--- src/rtl/pia_pkg.sv ---
`timescale 1ns / 1ps
`default_nettype none

package pia_pkg;

  typedef enum logic [2:0] {
    KIND_READ    = 3'd0,
    KIND_WRITE   = 3'd1,
    KIND_CA1     = 3'd2,
    KIND_CA2     = 3'd3,
    KIND_CB1     = 3'd4,
    KIND_CB2     = 3'd5,
    KIND_TICK    = 3'd6,
    KIND_NOP     = 3'd7
  } kind_t;

  localparam logic [1:0] REG_ORA = 2'd0;
  localparam logic [1:0] REG_CRA = 2'd1;
  localparam logic [1:0] REG_ORB = 2'd2;
  localparam logic [1:0] REG_CRB = 2'd3;

  // Control register bit positions.
  localparam int CR_C1_IRQ_EN = 0;
  localparam int CR_C1_RISE   = 1;
  localparam int CR_PORT_SEL  = 2;
  localparam int CR_C2_BIT3   = 3;
  localparam int CR_C2_BIT4   = 4;
  localparam int CR_C2_OUT    = 5;
  localparam int CR_C2_FLAG   = 6;
  localparam int CR_C1_FLAG   = 7;

  // Cx2 control field values (bits 5..3).
  localparam logic [2:0] C2_HANDSHAKE = 3'b100;
  localparam logic [2:0] C2_PULSE     = 3'b101;

  // Line level bit positions.
  localparam int LINE_CA1 = 0;
  localparam int LINE_CA2 = 1;
  localparam int LINE_CB1 = 2;
  localparam int LINE_CB2 = 3;

  typedef struct packed {
    kind_t      kind;
    logic [1:0] reg_offset;
    logic [7:0] value;
    logic [7:0] port_a_pins;
    logic [7:0] port_b_pins;
  } request_t;

  typedef struct packed {
    logic [7:0] read_data;
    logic [7:0] port_a_drive;
    logic       port_a_strobe;
    logic [7:0] port_b_drive;
    logic       port_b_strobe;
    logic       ca2_level;
    logic       cb2_level;
    logic       irq_pulse;
  } result_t;

endpackage

`default_nettype wire

--- src/rtl/pia_core.sv ---
`timescale 1ns / 1ps
`default_nettype none

module pia_core (
  input  wire logic              clk,
  input  wire logic              rst,
  input  wire logic              fire,
  input  wire pia_pkg::request_t req,
  output pia_pkg::result_t       res
);

  logic [7:0] control_a, control_b, direction_a, direction_b, output_a, output_b;
  logic [3:0] line_levels;
  logic [1:0] pulse_pending;

  logic [7:0] control_a_next, control_b_next, direction_a_next, direction_b_next;
  logic [7:0] output_a_next, output_b_next;
  logic [3:0] line_levels_next;
  logic [1:0] pulse_pending_next;

  always_comb begin
    logic [7:0] ca, cb, da, db, oa, ob, rd, drv_a, drv_b, nv;
    logic [3:0] ll;
    logic [1:0] pp;
    logic       stb_a, stb_b, irq, lvl, old, hit;
    ca = control_a;
    cb = control_b;
    da = direction_a;
    db = direction_b;
    oa = output_a;
    ob = output_b;
    ll = line_levels;
    pp = pulse_pending;
    rd = '0;
    drv_a = '0;
    drv_b = '0;
    nv = '0;
    stb_a = 1'b0;
    stb_b = 1'b0;
    irq = 1'b0;
    lvl = req.value[0];
    old = 1'b0;
    hit = 1'b0;
    case (req.kind)
      pia_pkg::KIND_READ: begin
        case (req.reg_offset)
          pia_pkg::REG_ORA: begin
            if (ca[pia_pkg::CR_C2_OUT] && !ca[pia_pkg::CR_C2_BIT4]) begin
              ll[pia_pkg::LINE_CA2] = 1'b0;
              if (ca[pia_pkg::CR_C2_BIT3]) pp[0] = 1'b1;
            end
            rd = ca[pia_pkg::CR_PORT_SEL] ? req.port_a_pins : da;
          end
          pia_pkg::REG_CRA: rd = ca;
          pia_pkg::REG_ORB: rd = cb[pia_pkg::CR_PORT_SEL] ? req.port_b_pins : db;
          default: rd = cb;
        endcase
        if (!req.reg_offset[1]) begin
          ca[pia_pkg::CR_C1_FLAG] = 1'b0;
          ca[pia_pkg::CR_C2_FLAG] = 1'b0;
        end else begin
          cb[pia_pkg::CR_C1_FLAG] = 1'b0;
          cb[pia_pkg::CR_C2_FLAG] = 1'b0;
        end
      end
      pia_pkg::KIND_WRITE: begin
        case (req.reg_offset)
          pia_pkg::REG_ORA: begin
            if (ca[pia_pkg::CR_PORT_SEL]) begin
              drv_a = req.value & da;
              stb_a = 1'b1;
              oa = (oa & ~da) | drv_a;
            end else begin
              da = req.value;
            end
          end
          pia_pkg::REG_ORB: begin
            if (cb[pia_pkg::CR_C2_OUT] && !cb[pia_pkg::CR_C2_BIT4]) begin
              ll[pia_pkg::LINE_CB2] = 1'b0;
              if (cb[pia_pkg::CR_C2_BIT3]) pp[1] = 1'b1;
            end
            if (cb[pia_pkg::CR_PORT_SEL]) begin
              drv_b = req.value & db;
              stb_b = 1'b1;
              ob = (ob & ~db) | drv_b;
            end else begin
              db = req.value;
            end
          end
          pia_pkg::REG_CRA: begin
            nv = {ca[7:6], req.value[5:0]};
            ca = nv;
            if (nv[pia_pkg::CR_C2_OUT] && nv[pia_pkg::CR_C2_BIT4]) begin
              ll[pia_pkg::LINE_CA2] = nv[pia_pkg::CR_C2_BIT3];
            end
          end
          default: begin
            nv = {cb[7:6], req.value[5:0]};
            cb = nv;
            if (nv[pia_pkg::CR_C2_OUT] && nv[pia_pkg::CR_C2_BIT4]) begin
              ll[pia_pkg::LINE_CB2] = nv[pia_pkg::CR_C2_BIT3];
            end
          end
        endcase
      end
      pia_pkg::KIND_CA1: begin
        old = ll[pia_pkg::LINE_CA1];
        hit = ca[pia_pkg::CR_C1_RISE] ? (!old && lvl) : (old && !lvl);
        if (hit) begin
          ca[pia_pkg::CR_C1_FLAG] = 1'b1;
          irq = ca[pia_pkg::CR_C1_IRQ_EN];
          if (ca[5:3] == pia_pkg::C2_HANDSHAKE) ll[pia_pkg::LINE_CA2] = 1'b1;
        end
        ll[pia_pkg::LINE_CA1] = lvl;
      end
      pia_pkg::KIND_CA2: begin
        if (!ca[pia_pkg::CR_C2_OUT]) begin
          old = ll[pia_pkg::LINE_CA2];
          hit = ca[pia_pkg::CR_C2_BIT4] ? (!old && lvl) : (old && !lvl);
          if (hit) begin
            ca[pia_pkg::CR_C2_FLAG] = 1'b1;
            irq = ca[pia_pkg::CR_C2_BIT3];
          end
          ll[pia_pkg::LINE_CA2] = lvl;
        end
      end
      pia_pkg::KIND_CB1: begin
        old = ll[pia_pkg::LINE_CB1];
        hit = cb[pia_pkg::CR_C1_RISE] ? (!old && lvl) : (old && !lvl);
        if (hit) begin
          cb[pia_pkg::CR_C1_FLAG] = 1'b1;
          irq = cb[pia_pkg::CR_C1_IRQ_EN];
          if (cb[5:3] == pia_pkg::C2_HANDSHAKE) ll[pia_pkg::LINE_CB2] = 1'b1;
        end
        ll[pia_pkg::LINE_CB1] = lvl;
      end
      pia_pkg::KIND_CB2: begin
        if (!cb[pia_pkg::CR_C2_OUT]) begin
          old = ll[pia_pkg::LINE_CB2];
          hit = cb[pia_pkg::CR_C2_BIT4] ? (!old && lvl) : (old && !lvl);
          if (hit) begin
            cb[pia_pkg::CR_C2_FLAG] = 1'b1;
            irq = cb[pia_pkg::CR_C2_BIT3];
          end
          ll[pia_pkg::LINE_CB2] = lvl;
        end
      end
      pia_pkg::KIND_TICK: begin
        if (pp[0] && ca[5:3] == pia_pkg::C2_PULSE) ll[pia_pkg::LINE_CA2] = 1'b1;
        if (pp[1] && cb[5:3] == pia_pkg::C2_PULSE) ll[pia_pkg::LINE_CB2] = 1'b1;
        pp = 2'b00;
      end
      default: begin
      end
    endcase
    control_a_next = ca;
    control_b_next = cb;
    direction_a_next = da;
    direction_b_next = db;
    output_a_next = oa;
    output_b_next = ob;
    line_levels_next = ll;
    pulse_pending_next = pp;
    res.read_data = rd;
    res.port_a_drive = drv_a;
    res.port_a_strobe = stb_a;
    res.port_b_drive = drv_b;
    res.port_b_strobe = stb_b;
    res.ca2_level = ll[pia_pkg::LINE_CA2];
    res.cb2_level = ll[pia_pkg::LINE_CB2];
    res.irq_pulse = irq;
  end

  always_ff @(posedge clk) begin
    if (rst) begin
      control_a <= '0;
      control_b <= '0;
      direction_a <= '0;
      direction_b <= '0;
      output_a <= '0;
      output_b <= '0;
      line_levels <= 4'hF;
      pulse_pending <= '0;
    end else if (fire) begin
      control_a <= control_a_next;
      control_b <= control_b_next;
      direction_a <= direction_a_next;
      direction_b <= direction_b_next;
      output_a <= output_a_next;
      output_b <= output_b_next;
      line_levels <= line_levels_next;
      pulse_pending <= pulse_pending_next;
    end
  end

endmodule

`default_nettype wire

--- src/rtl/peripheral_interface_adapter.sv ---
`timescale 1ns / 1ps
`default_nettype none
// Two-port parallel interface adapter in the 6520 register layout.
// Requests enter on the req channel (req_valid, req_stall): a bus read, a bus
// write, a new CA1/CA2/CB1/CB2 level, or a tick. Each request gives exactly one
// result on the rsp channel (rsp_valid, rsp_stall), in request order.
// A request is taken into an input register, evaluated combinationally against
// the control, direction, output and line state, and its result is registered
// in the output register, where rsp_valid marks it. One request is accepted
// every cycle while the receiver keeps rsp_stall low.
// When the receiver stalls, the result holds in the output register, the
// pending request waits in the input register, and req_stall rises only once
// both are full; the adapter state advances only as requests are evaluated.
// Reset empties both registers, clears all control, direction and output
// registers and the pulse marks, and sets the four control lines high.
module peripheral_interface_adapter (
  input  wire logic       clk,
  input  wire logic       rst,
  input  wire logic       req_valid,
  output logic            req_stall,
  input  wire logic [2:0] kind,
  input  wire logic [1:0] reg_offset,
  input  wire logic [7:0] value,
  input  wire logic [7:0] port_a_pins,
  input  wire logic [7:0] port_b_pins,
  output logic            rsp_valid,
  input  wire logic       rsp_stall,
  output logic [7:0]      read_data,
  output logic [7:0]      port_a_drive,
  output logic            port_a_strobe,
  output logic [7:0]      port_b_drive,
  output logic            port_b_strobe,
  output logic            ca2_level,
  output logic            cb2_level,
  output logic            irq_pulse
);

  logic               req_full;
  pia_pkg::request_t  req_q;
  pia_pkg::result_t   res_d;
  pia_pkg::result_t   res_q;
  logic               advance;

  assign advance   = req_full && (!rsp_valid || !rsp_stall);
  assign req_stall = req_full && !advance;

  always_ff @(posedge clk) begin
    if (rst) begin
      req_full <= 1'b0;
      rsp_valid <= 1'b0;
    end else begin
      if (req_valid && !req_stall) begin
        req_full <= 1'b1;
      end else if (advance) begin
        req_full <= 1'b0;
      end
      if (advance) begin
        rsp_valid <= 1'b1;
      end else if (!rsp_stall) begin
        rsp_valid <= 1'b0;
      end
    end
  end

  always_ff @(posedge clk) begin
    if (req_valid && !req_stall) begin
      req_q.kind <= pia_pkg::kind_t'(kind);
      req_q.reg_offset <= reg_offset;
      req_q.value <= value;
      req_q.port_a_pins <= port_a_pins;
      req_q.port_b_pins <= port_b_pins;
    end
    if (advance) begin
      res_q <= res_d;
    end
  end

  pia_core u_core (
    .clk  (clk),
    .rst  (rst),
    .fire (advance),
    .req  (req_q),
    .res  (res_d)
  );

  assign read_data     = res_q.read_data;
  assign port_a_drive  = res_q.port_a_drive;
  assign port_a_strobe = res_q.port_a_strobe;
  assign port_b_drive  = res_q.port_b_drive;
  assign port_b_strobe = res_q.port_b_strobe;
  assign ca2_level     = res_q.ca2_level;
  assign cb2_level     = res_q.cb2_level;
  assign irq_pulse     = res_q.irq_pulse;

endmodule

`default_nettype wire

--- config.mk ---
export PLATFORM = sky130hd
export DESIGN_NAME = peripheral_interface_adapter
export DESIGN_NICKNAME = d
export VERILOG_FILES = /design/src/rtl/pia_pkg.sv /design/src/rtl/pia_core.sv /design/src/rtl/peripheral_interface_adapter.sv
export SDC_FILE = /design/constraint.sdc
export NUM_CORES = 1
export LEC_CHECK = 0
export BUFFER_PORTS_ARGS = -buffer_cell sky130_fd_sc_hd__buf_2
export CAP_MARGIN = 20
export CORE_MARGIN = 2
export CORE_UTILIZATION = 61
export DETAILED_ROUTE_END_ITERATION = 8
export PLACE_DENSITY = 0.84
export RECOVER_POWER = 50
export SLEW_MARGIN = 20
export SYNTH_ARGS = -nofsm -noshare
export SYNTH_HDL_FRONTEND = slang
export SYNTH_HIERARCHICAL = 1
export SYNTH_SLANG_ARGS = --single-unit
--- constraint.sdc ---
create_clock -name clk -period 6.3 [get_ports clk]
set_input_delay 0.315 -clock clk [delete_from_list [all_inputs] [get_ports clk]]
set_output_delay 0.315 -clock clk [all_outputs]
set_load 0.1 [all_outputs]
==> results by group, run 1 <==
Outcome
  • Violated checks: capacitance limit, slew limit
  • Run status: finished, violations left

Yosys
  • Register area share after synthesis: 0.585
  • Cell taking the most area after synthesis: edfxtp_1
  • Net Count, Synth: 418
  • Mean Syn Cell Area: 11.3 µm²
  • Top cells by area, synth: edfxtp_1 40%, dfxtp_1 18%, mux2i_1 9.0%
  • Yosys warnings: 6
  • Async SR Flop Fraction: 0
  • Main synth FF type: edfxtp_1
  • Post-synth top area share: 0.400
  • EDFF count, synth: 58
  • Post-Synthesis Cells: 385
  • Yosys reg bits: 98
  • Yosys cell types: 56
  • Mapped Area: 4350 µm²

Clock tree
  • Max Buffers Root-to-Sink: 2
  • Worst-Skew Late Latency: 370 ps
  • Hold bufs inserted after CTS: 0
  • Clk slew on worst S/H paths: 100 ps
  • H-tree depth: 3
  • CTS sink cnt: 98
  • CTS tree: done
  • CTS Buf Count: 9
  • Post_cts resized: 0
  • Post CTS Setup Buffer Count: 0
  • Root Buffer: clkbuf_8

Timing
  • F_max: 0.271 GHz
  • Tmin final: 3690 ps
  • Max-slew violation count: 111
  • Unrepaired setup endpoints after global routing: no
  • Setup TNS: 0 ps
  • Final Hold Fails: 0
  • Worst-Margin Slew: 2240 ps
  • Worst slew margin: -0.492
  • Worst Skew: 12.9 ps
  • Setup violations, final: 0
  • Period utilization: 0.586

Global routing
  • Overflow after GRT: 0
  • Gr usage total: 0.267
  • Vias in the first global route: 3129
  • Initial antenna violation count: 0
  • Global-route wire length before repair: 15.7 mm
  • Largest net degree at the start of global routing: 42

Die
  • Initial Util: 0.637
  • DIE AREA: 7820 µm²
  • Core area: 6830 µm²
  • Die Y: 88.4 µm
  • Row cnt: 30
  • Number of top-level pins: 64
  • Die Wd: 88.4 µm

Min path
  • Hold path depth: 1
  • Class of the worst hold path: in -> reg

Power
  • Peak supply drop: 0.211 mV
  • Power Density: 264 nW/µm²
  • Leak pwr: 1.80 nW

Critical path
  • CP Capture Type: flip-flop
  • CP Launch Type: flip-flop
  • R2R cell count: 6
  • CP max-delay cell: clkbuf_1
  • Worst-path cell chain: a21boi_0, clkbuf_1, nand4bb_2, nor3_4, mux2i_1, nor2_1
  • Critical Path Stages: 6
  • Worst Path Buf+Inv: 1
  • Crit path largest cell delay: 1610 ps
  • Worst EP arrival: 3870 ps
  • Crit-path max FO: 41
  • WS Path Type: reg -> reg
  • WP data required: 6480 ps
  • Crit-path leading delay family: buffers and inverters

Job
  • Maxcap violations: 3

Cells and area
  • Area Overhead vs Synth: 12.3%
  • Post-Route Utilization: 0.715
  • Final nets: 471
  • N_diodes: 0
  • Ratio of cells with drive above 1 in the final layout: 0.183

Place
  • Hpwl dp: 6.54 mm
  • PortBufs: 63
  • GP Congestion: 0.936

Routing
  • DR vias/cell: 6.28
  • DR WL/cell: 18.9 µm
  • Residual DRC count: 0
  • Pre-Repair DR Iteration Count: 6
  • Antenna viol nets, final: 0
  • Post-Route WL: 10.2 mm
  • DRT iter0 DRCs: 494
  • Routed vias: 3384
metrics by stage:
stage / setup slack [ps] / std cells / instance area (µm²) / hold slack (ps) / power [mW]
3_3_place_gp: 3960 / 523 / 4710 / 454 / 0.870
6_report: 2610 / 539 / 4880 / 112 / 1.29
3_5_place_dp: 3970 / 523 / 4710 / 459 / 0.872
4_1_cts: 3990 / 539 / 4920 / 94.8 / 1.29
2_1_floorplan: 1720 / 385 / 4350 / 377 / 0.837
5_1_grt: 2330 / 539 / 4880 / 86.3 / 1.32
synth_stat cells, types with 8 or more instances:
cell type	count
a21oi_1	19
nor2_1	43
inv_1	10
dfxtp_1	40
clkbuf_1	11
nand2_1	16
nand2b_1	8
edfxtp_1	58
o21ai_0	33
mux2i_1	39
and3_1	19
buf_2	10
final cells by class:
type                       instances  area [µm²]
sequential                        98        2540
fill                             511        1950
multi-input combinational        252        1650
timing repair buffer              65         309
clock buffer                       9         124
tap                               96         120
clock inverter                     7        90.1
inverter                          12        45.0
worst reg2reg max path: cells and delay by family (launching register included):
| family | cells | cell delay (ps) |
|---|---|---|
| AND/OR/NAND/NOR | 3 | 1120 |
| flip-flops | 1 | 360 |
| AO/OA/AOI/OAI | 1 | 170 |
| buffers and inverters | 1 | 1610 |
| multiplexers | 1 | 250 |
metal layers:
layer / share of wire / vias up / GRT usage
met5: 0 / - / 0
met4: 0.018 / 0 / 0.0882
met1: 0.42 / 1608 / 0.366
li1: - / 1546 / -
met3: 0.082 / 25 / 0.0653
met2: 0.47 / 205 / 0.422
cells in the final DEF (no fill, tap or decap), drive strengths merged, types with 2 or more instances in the layout:
cell | synthesis | routed
edfxtp | 58 | 58
buf | 12 | 52
nor2 | 43 | 43
dfxtp | 40 | 40
mux2i | 39 | 39
o21ai | 33 | 33
clkbuf | 11 | 22
a21oi | 20 | 20
and3 | 19 | 19
nand2 | 16 | 16
inv | 10 | 14
nand3 | 8 | 8
nand2b | 8 | 8
a211oi | 7 | 7
a31oi | 5 | 5
nor3 | 5 | 5
nand3b | 4 | 4
clkinv | 2 | 4
nor4 | 3 | 3
nand4b | 3 | 3
nor2b | 3 | 3
nor3b | 2 | 2
nand4 | 2 | 2
a221oi | 2 | 2
a211o | 2 | 2
o32ai | 2 | 2
and4 | 2 | 2
o221a | 2 | 2
or3b | 2 | 2
a2111oi | 2 | 2
state kept, by name, summed over array words and instances, names as in the netlist, 2 cells and up:
name	flops
port_b_drive	8
u_core/control_a	8
u_core/line_levels	4
u_core/direction_a	8
read_data	8
port_a_drive	8
u_core/control_b	8
u_core/pulse_pending	2
u_core/direction_b	8
req_q	29
cell families (layout without fill, tap and decap cells):
group	after synthesis	in the layout	synth area share
AND/OR/NAND/NOR	127	127	0.165
flip-flops	98	98	0.585
AO/OA/AOI/OAI	86	86	0.126
multiplexers	39	39	0.0898
buffers and inverters	35	93	0.0348
where the power goes:
part	internal, mW	total (mW)	leakage (nW)	switching [mW]
Clock	0.195	0.429	0.110	0.234
Sequential	0.702	0.726	0.872	0.0243
Combinational	0.0270	0.132	0.822	0.105
final timing paths:
path	startpoint	endpoint	slack, ps
min	value[6]	req_q[22]$_DFFE_PP_	110
max reg2reg	req_full$_SDFFE_PP0P_	u_core/direction_b[4]$_SDFFE_PP0P_	2610
max	req_full$_SDFFE_PP0P_	u_core/direction_b[4]$_SDFFE_PP0P_	2610
min reg2reg	u_core/control_b[7]$_SDFFE_PP0P_	u_core/control_b[7]$_SDFFE_PP0P_	480
No activity file was read; power rests on OpenSTA's default activity.
==> run 2, diff against run 1 <==
- ABC_AREA: unset -> 1
- CORE_UTILIZATION: 61 -> 57
- PLACE_DENSITY: 0.84 -> 0.8
- clock period: 6.3 -> 3.8 ns (I/O delays scaled with it)
==> results by group, run 2 <==
Outcome
  • Run status: finished clean

Critical path
  • Worst EP arrival: 2450 ps
  • Critical Path Source: req_full$_SDFFE_PP0P_
  • RR Endpoint: u_core/control_b[6]$_SDFFE_PP0P_
  • Crit-path max FO: 7
  • WS Path Type: reg -> reg
  • R2R Path Start: req_full$_SDFFE_PP0P_
  • R2R Setup Slk: 1600 ps
  • CP Launch Type: flip-flop
  • R2R cell count: 7
  • WP data required: 4050 ps
  • CP Capture Type: flip-flop

Cells and area
  • Most common cell after layout, fill and taps aside: nand2_1
  • Area Overhead vs Synth: 17.9%
  • Post-Layout Cell Count: 656
  • Max reg flops: 29
  • Most frequent cells in the layout: 78 x nand2_1, 64 x inv_1, 58 x edfxtp_1, 55 x o21ai_0, 50 x a21oi_1
  • Final nets: 586
  • Fillers: 617
  • N_diodes: 0
  • Post-route cell area: 5070 µm²
  • Top reg by flops: req_q
  • Ratio of cells with drive above 1 in the final layout: 0.108

Timing
  • Setup TNS: 0 ps
  • Final Hold Fails: 0
  • Final WS setup: 1600 ps
  • Setup violations, final: 0
  • Period utilization: 0.578
  • Unrepaired setup endpoints after global routing: no
  • Worst Skew: 7.69 ps
  • Worst-Margin Slew: 1170 ps
  • Tmin final: 2200 ps
  • Worst slew margin: 0.222
  • Fin Hold WS: 10.8 ps
  • F_max: 0.455 GHz
  • Max-slew violation count: 0

Min path
  • Min-Delay Endpoint: req_q[24]$_DFFE_PP_
  • Class of the worst hold path: in -> reg
  • Hold path depth: 1
  • Hold Startpoint: reg_offset[0]

Power
  • Clk pwr share: 0.310
  • Combinational power share: 0.123
  • Int Pwr: 1.53 mW
  • Peak supply drop: 0.301 mV
  • Power Density: 414 nW/µm²
  • Switching share of power: 0.273
  • Net switching power: 0.574 mW
  • Leak pwr: 2.04 nW
  • Seq pwr share: 0.568

Clock tree
  • Root Buffer: clkbuf_8
  • CTS sink cnt: 98
  • CTS tree: done
  • CTS Buf Count: 9
  • Max Buffers Root-to-Sink: 2
  • Worst-Skew Late Latency: 370 ps
  • Clk slew on worst S/H paths: 90 ps
  • H-tree depth: 3

Routing
  • DRT iter0 DRCs: 405
  • Residual DRC count: 0
  • Pre-Repair DR Iteration Count: 5
  • Routed vias: 3694
  • DR vias/cell: 5.63
  • DR WL/cell: 16.6 µm
  • Post-Route WL: 10.9 mm
  • Antenna viol nets, final: 0

Global routing
  • Largest net degree at the start of global routing: 33
  • Vias in the first global route: 3350
  • Overflow after GRT: 0
  • Initial antenna violation count: 0
  • Gr usage total: 0.266
  • Global-route wire length before repair: 17.0 mm

Yosys
  • Yosys warnings: 6
  • Main synth FF type: edfxtp_1
  • Top cells by area, synth: edfxtp_1 40%, dfxtp_1 19%, nand2_1 6.7%
  • Cell taking the most area after synthesis: edfxtp_1
  • Post-Synthesis Cells: 464
  • Yosys reg bits: 98
  • Async SR Flop Fraction: 0
  • Register area share after synthesis: 0.591
  • Post-synth top area share: 0.405
  • Mean Syn Cell Area: 9.27 µm²
  • Count leader, synth: nand2_1
  • Commonest cells post-synth: 77 x nand2_1, 65 x inv_1, 58 x edfxtp_1
  • Yosys cell types: 33
  • Net Count, Synth: 497
  • Mapped Area: 4300 µm²
  • EDFF count, synth: 58

Die
  • Core area: 7290 µm²
  • DIE AREA: 8260 µm²
  • Initial Util: 0.590
  • Die Wd: 90.9 µm
  • Number of top-level pins: 64
  • Row cnt: 31
  • Die Y: 90.9 µm

Place
  • Placement Setup Slack: 1840 ps
  • Hpwl dp: 7.22 mm
  • Area post-placement: 4670 µm²
  • Placed insts: 613
  • PortBufs: 63
  • GP Congestion: 0.962

Job
  • Maxcap violations: 0
==> run 2: power by group through the flow <==
stage               Clock (mW)  Sequential, mW  Combinational (mW)
floorplan                    0            1.30              0.0934
global placement             0            1.21               0.233
detailed placement           0            1.22               0.236
CTS                      0.648            1.19               0.254
global route             0.687            1.20               0.275
finish                   0.651            1.19               0.258
==> run 2: how the worst max path moves through the flow <==
stage	end	depth (start not counted)
3_3_place_gp	port_a_drive[5]$_DFFE_PP_	3
3_5_place_dp	port_a_drive[4]$_DFFE_PP_	3
4_1_cts	u_core/direction_a[4]$_SDFFE_PP0P_	5
2_1_floorplan	u_core/control_b[2]$_SDFFE_PP0P_	8
5_1_grt	u_core/direction_b[1]$_SDFFE_PP0P_	6
6_report	u_core/control_b[6]$_SDFFE_PP0P_	7
==> run 2: what timing repair did <==
action / in CTS / in global routing
endpoints found under the hold margin: 22 / 6
hold buffers: 22 / 6
resized for setup: 0 / 0
setup buffers: 0 / 0
==> run 2: area by class of cell <==
| cell class | count | area, µm² | area share |
|---|---|---|---|
| Timing Repair Buffer | 92 | 564 | 0.111 |
| Tap cell | 99 | 124 | 0.0244 |
| Sequential cell | 98 | 2540 | 0.501 |
| Inverter | 67 | 251 | 0.0496 |
| Clock inverter | 5 | 55.1 | 0.0109 |
| Clock buffer | 10 | 128 | 0.0252 |
| Multi-Input combinational cell | 285 | 1410 | 0.278 |
==> run 2: cells by family after synthesis <==
family,count (synthesis),share of synthesized area
DFF,98,0.591
AOI/OAI and AO/OA,128,0.164
and+or+nand+nor,157,0.167
buffers and inverters,81,0.0785
==> run 2: worst max-delay path: stages (launching register included) <==
cell     delay, ps
dfxtp_1        340
inv_1           60
a21oi_1        650
inv_1          350
a31oi_1        370
nand3_1        140
nand2_1        100
a21oi_1         60
==> run 2: through the flow <==
stage                      util  power [mW]
after global routing      0.696        2.16
after global placement    0.641        1.45
after floorplan               -        1.39
final                     0.696        2.10
after CTS                 0.696        2.09
after detailed placement  0.641        1.45
==> run 2: per-layer routing <==
metal	GRT usage	up-vias	routed length, µm
met2	0.400	207	4940
met3	0.0442	31	970
met5	0	-	0
li1	-	1759	-
met4	0.111	0	325
met1	0.386	1697	4630
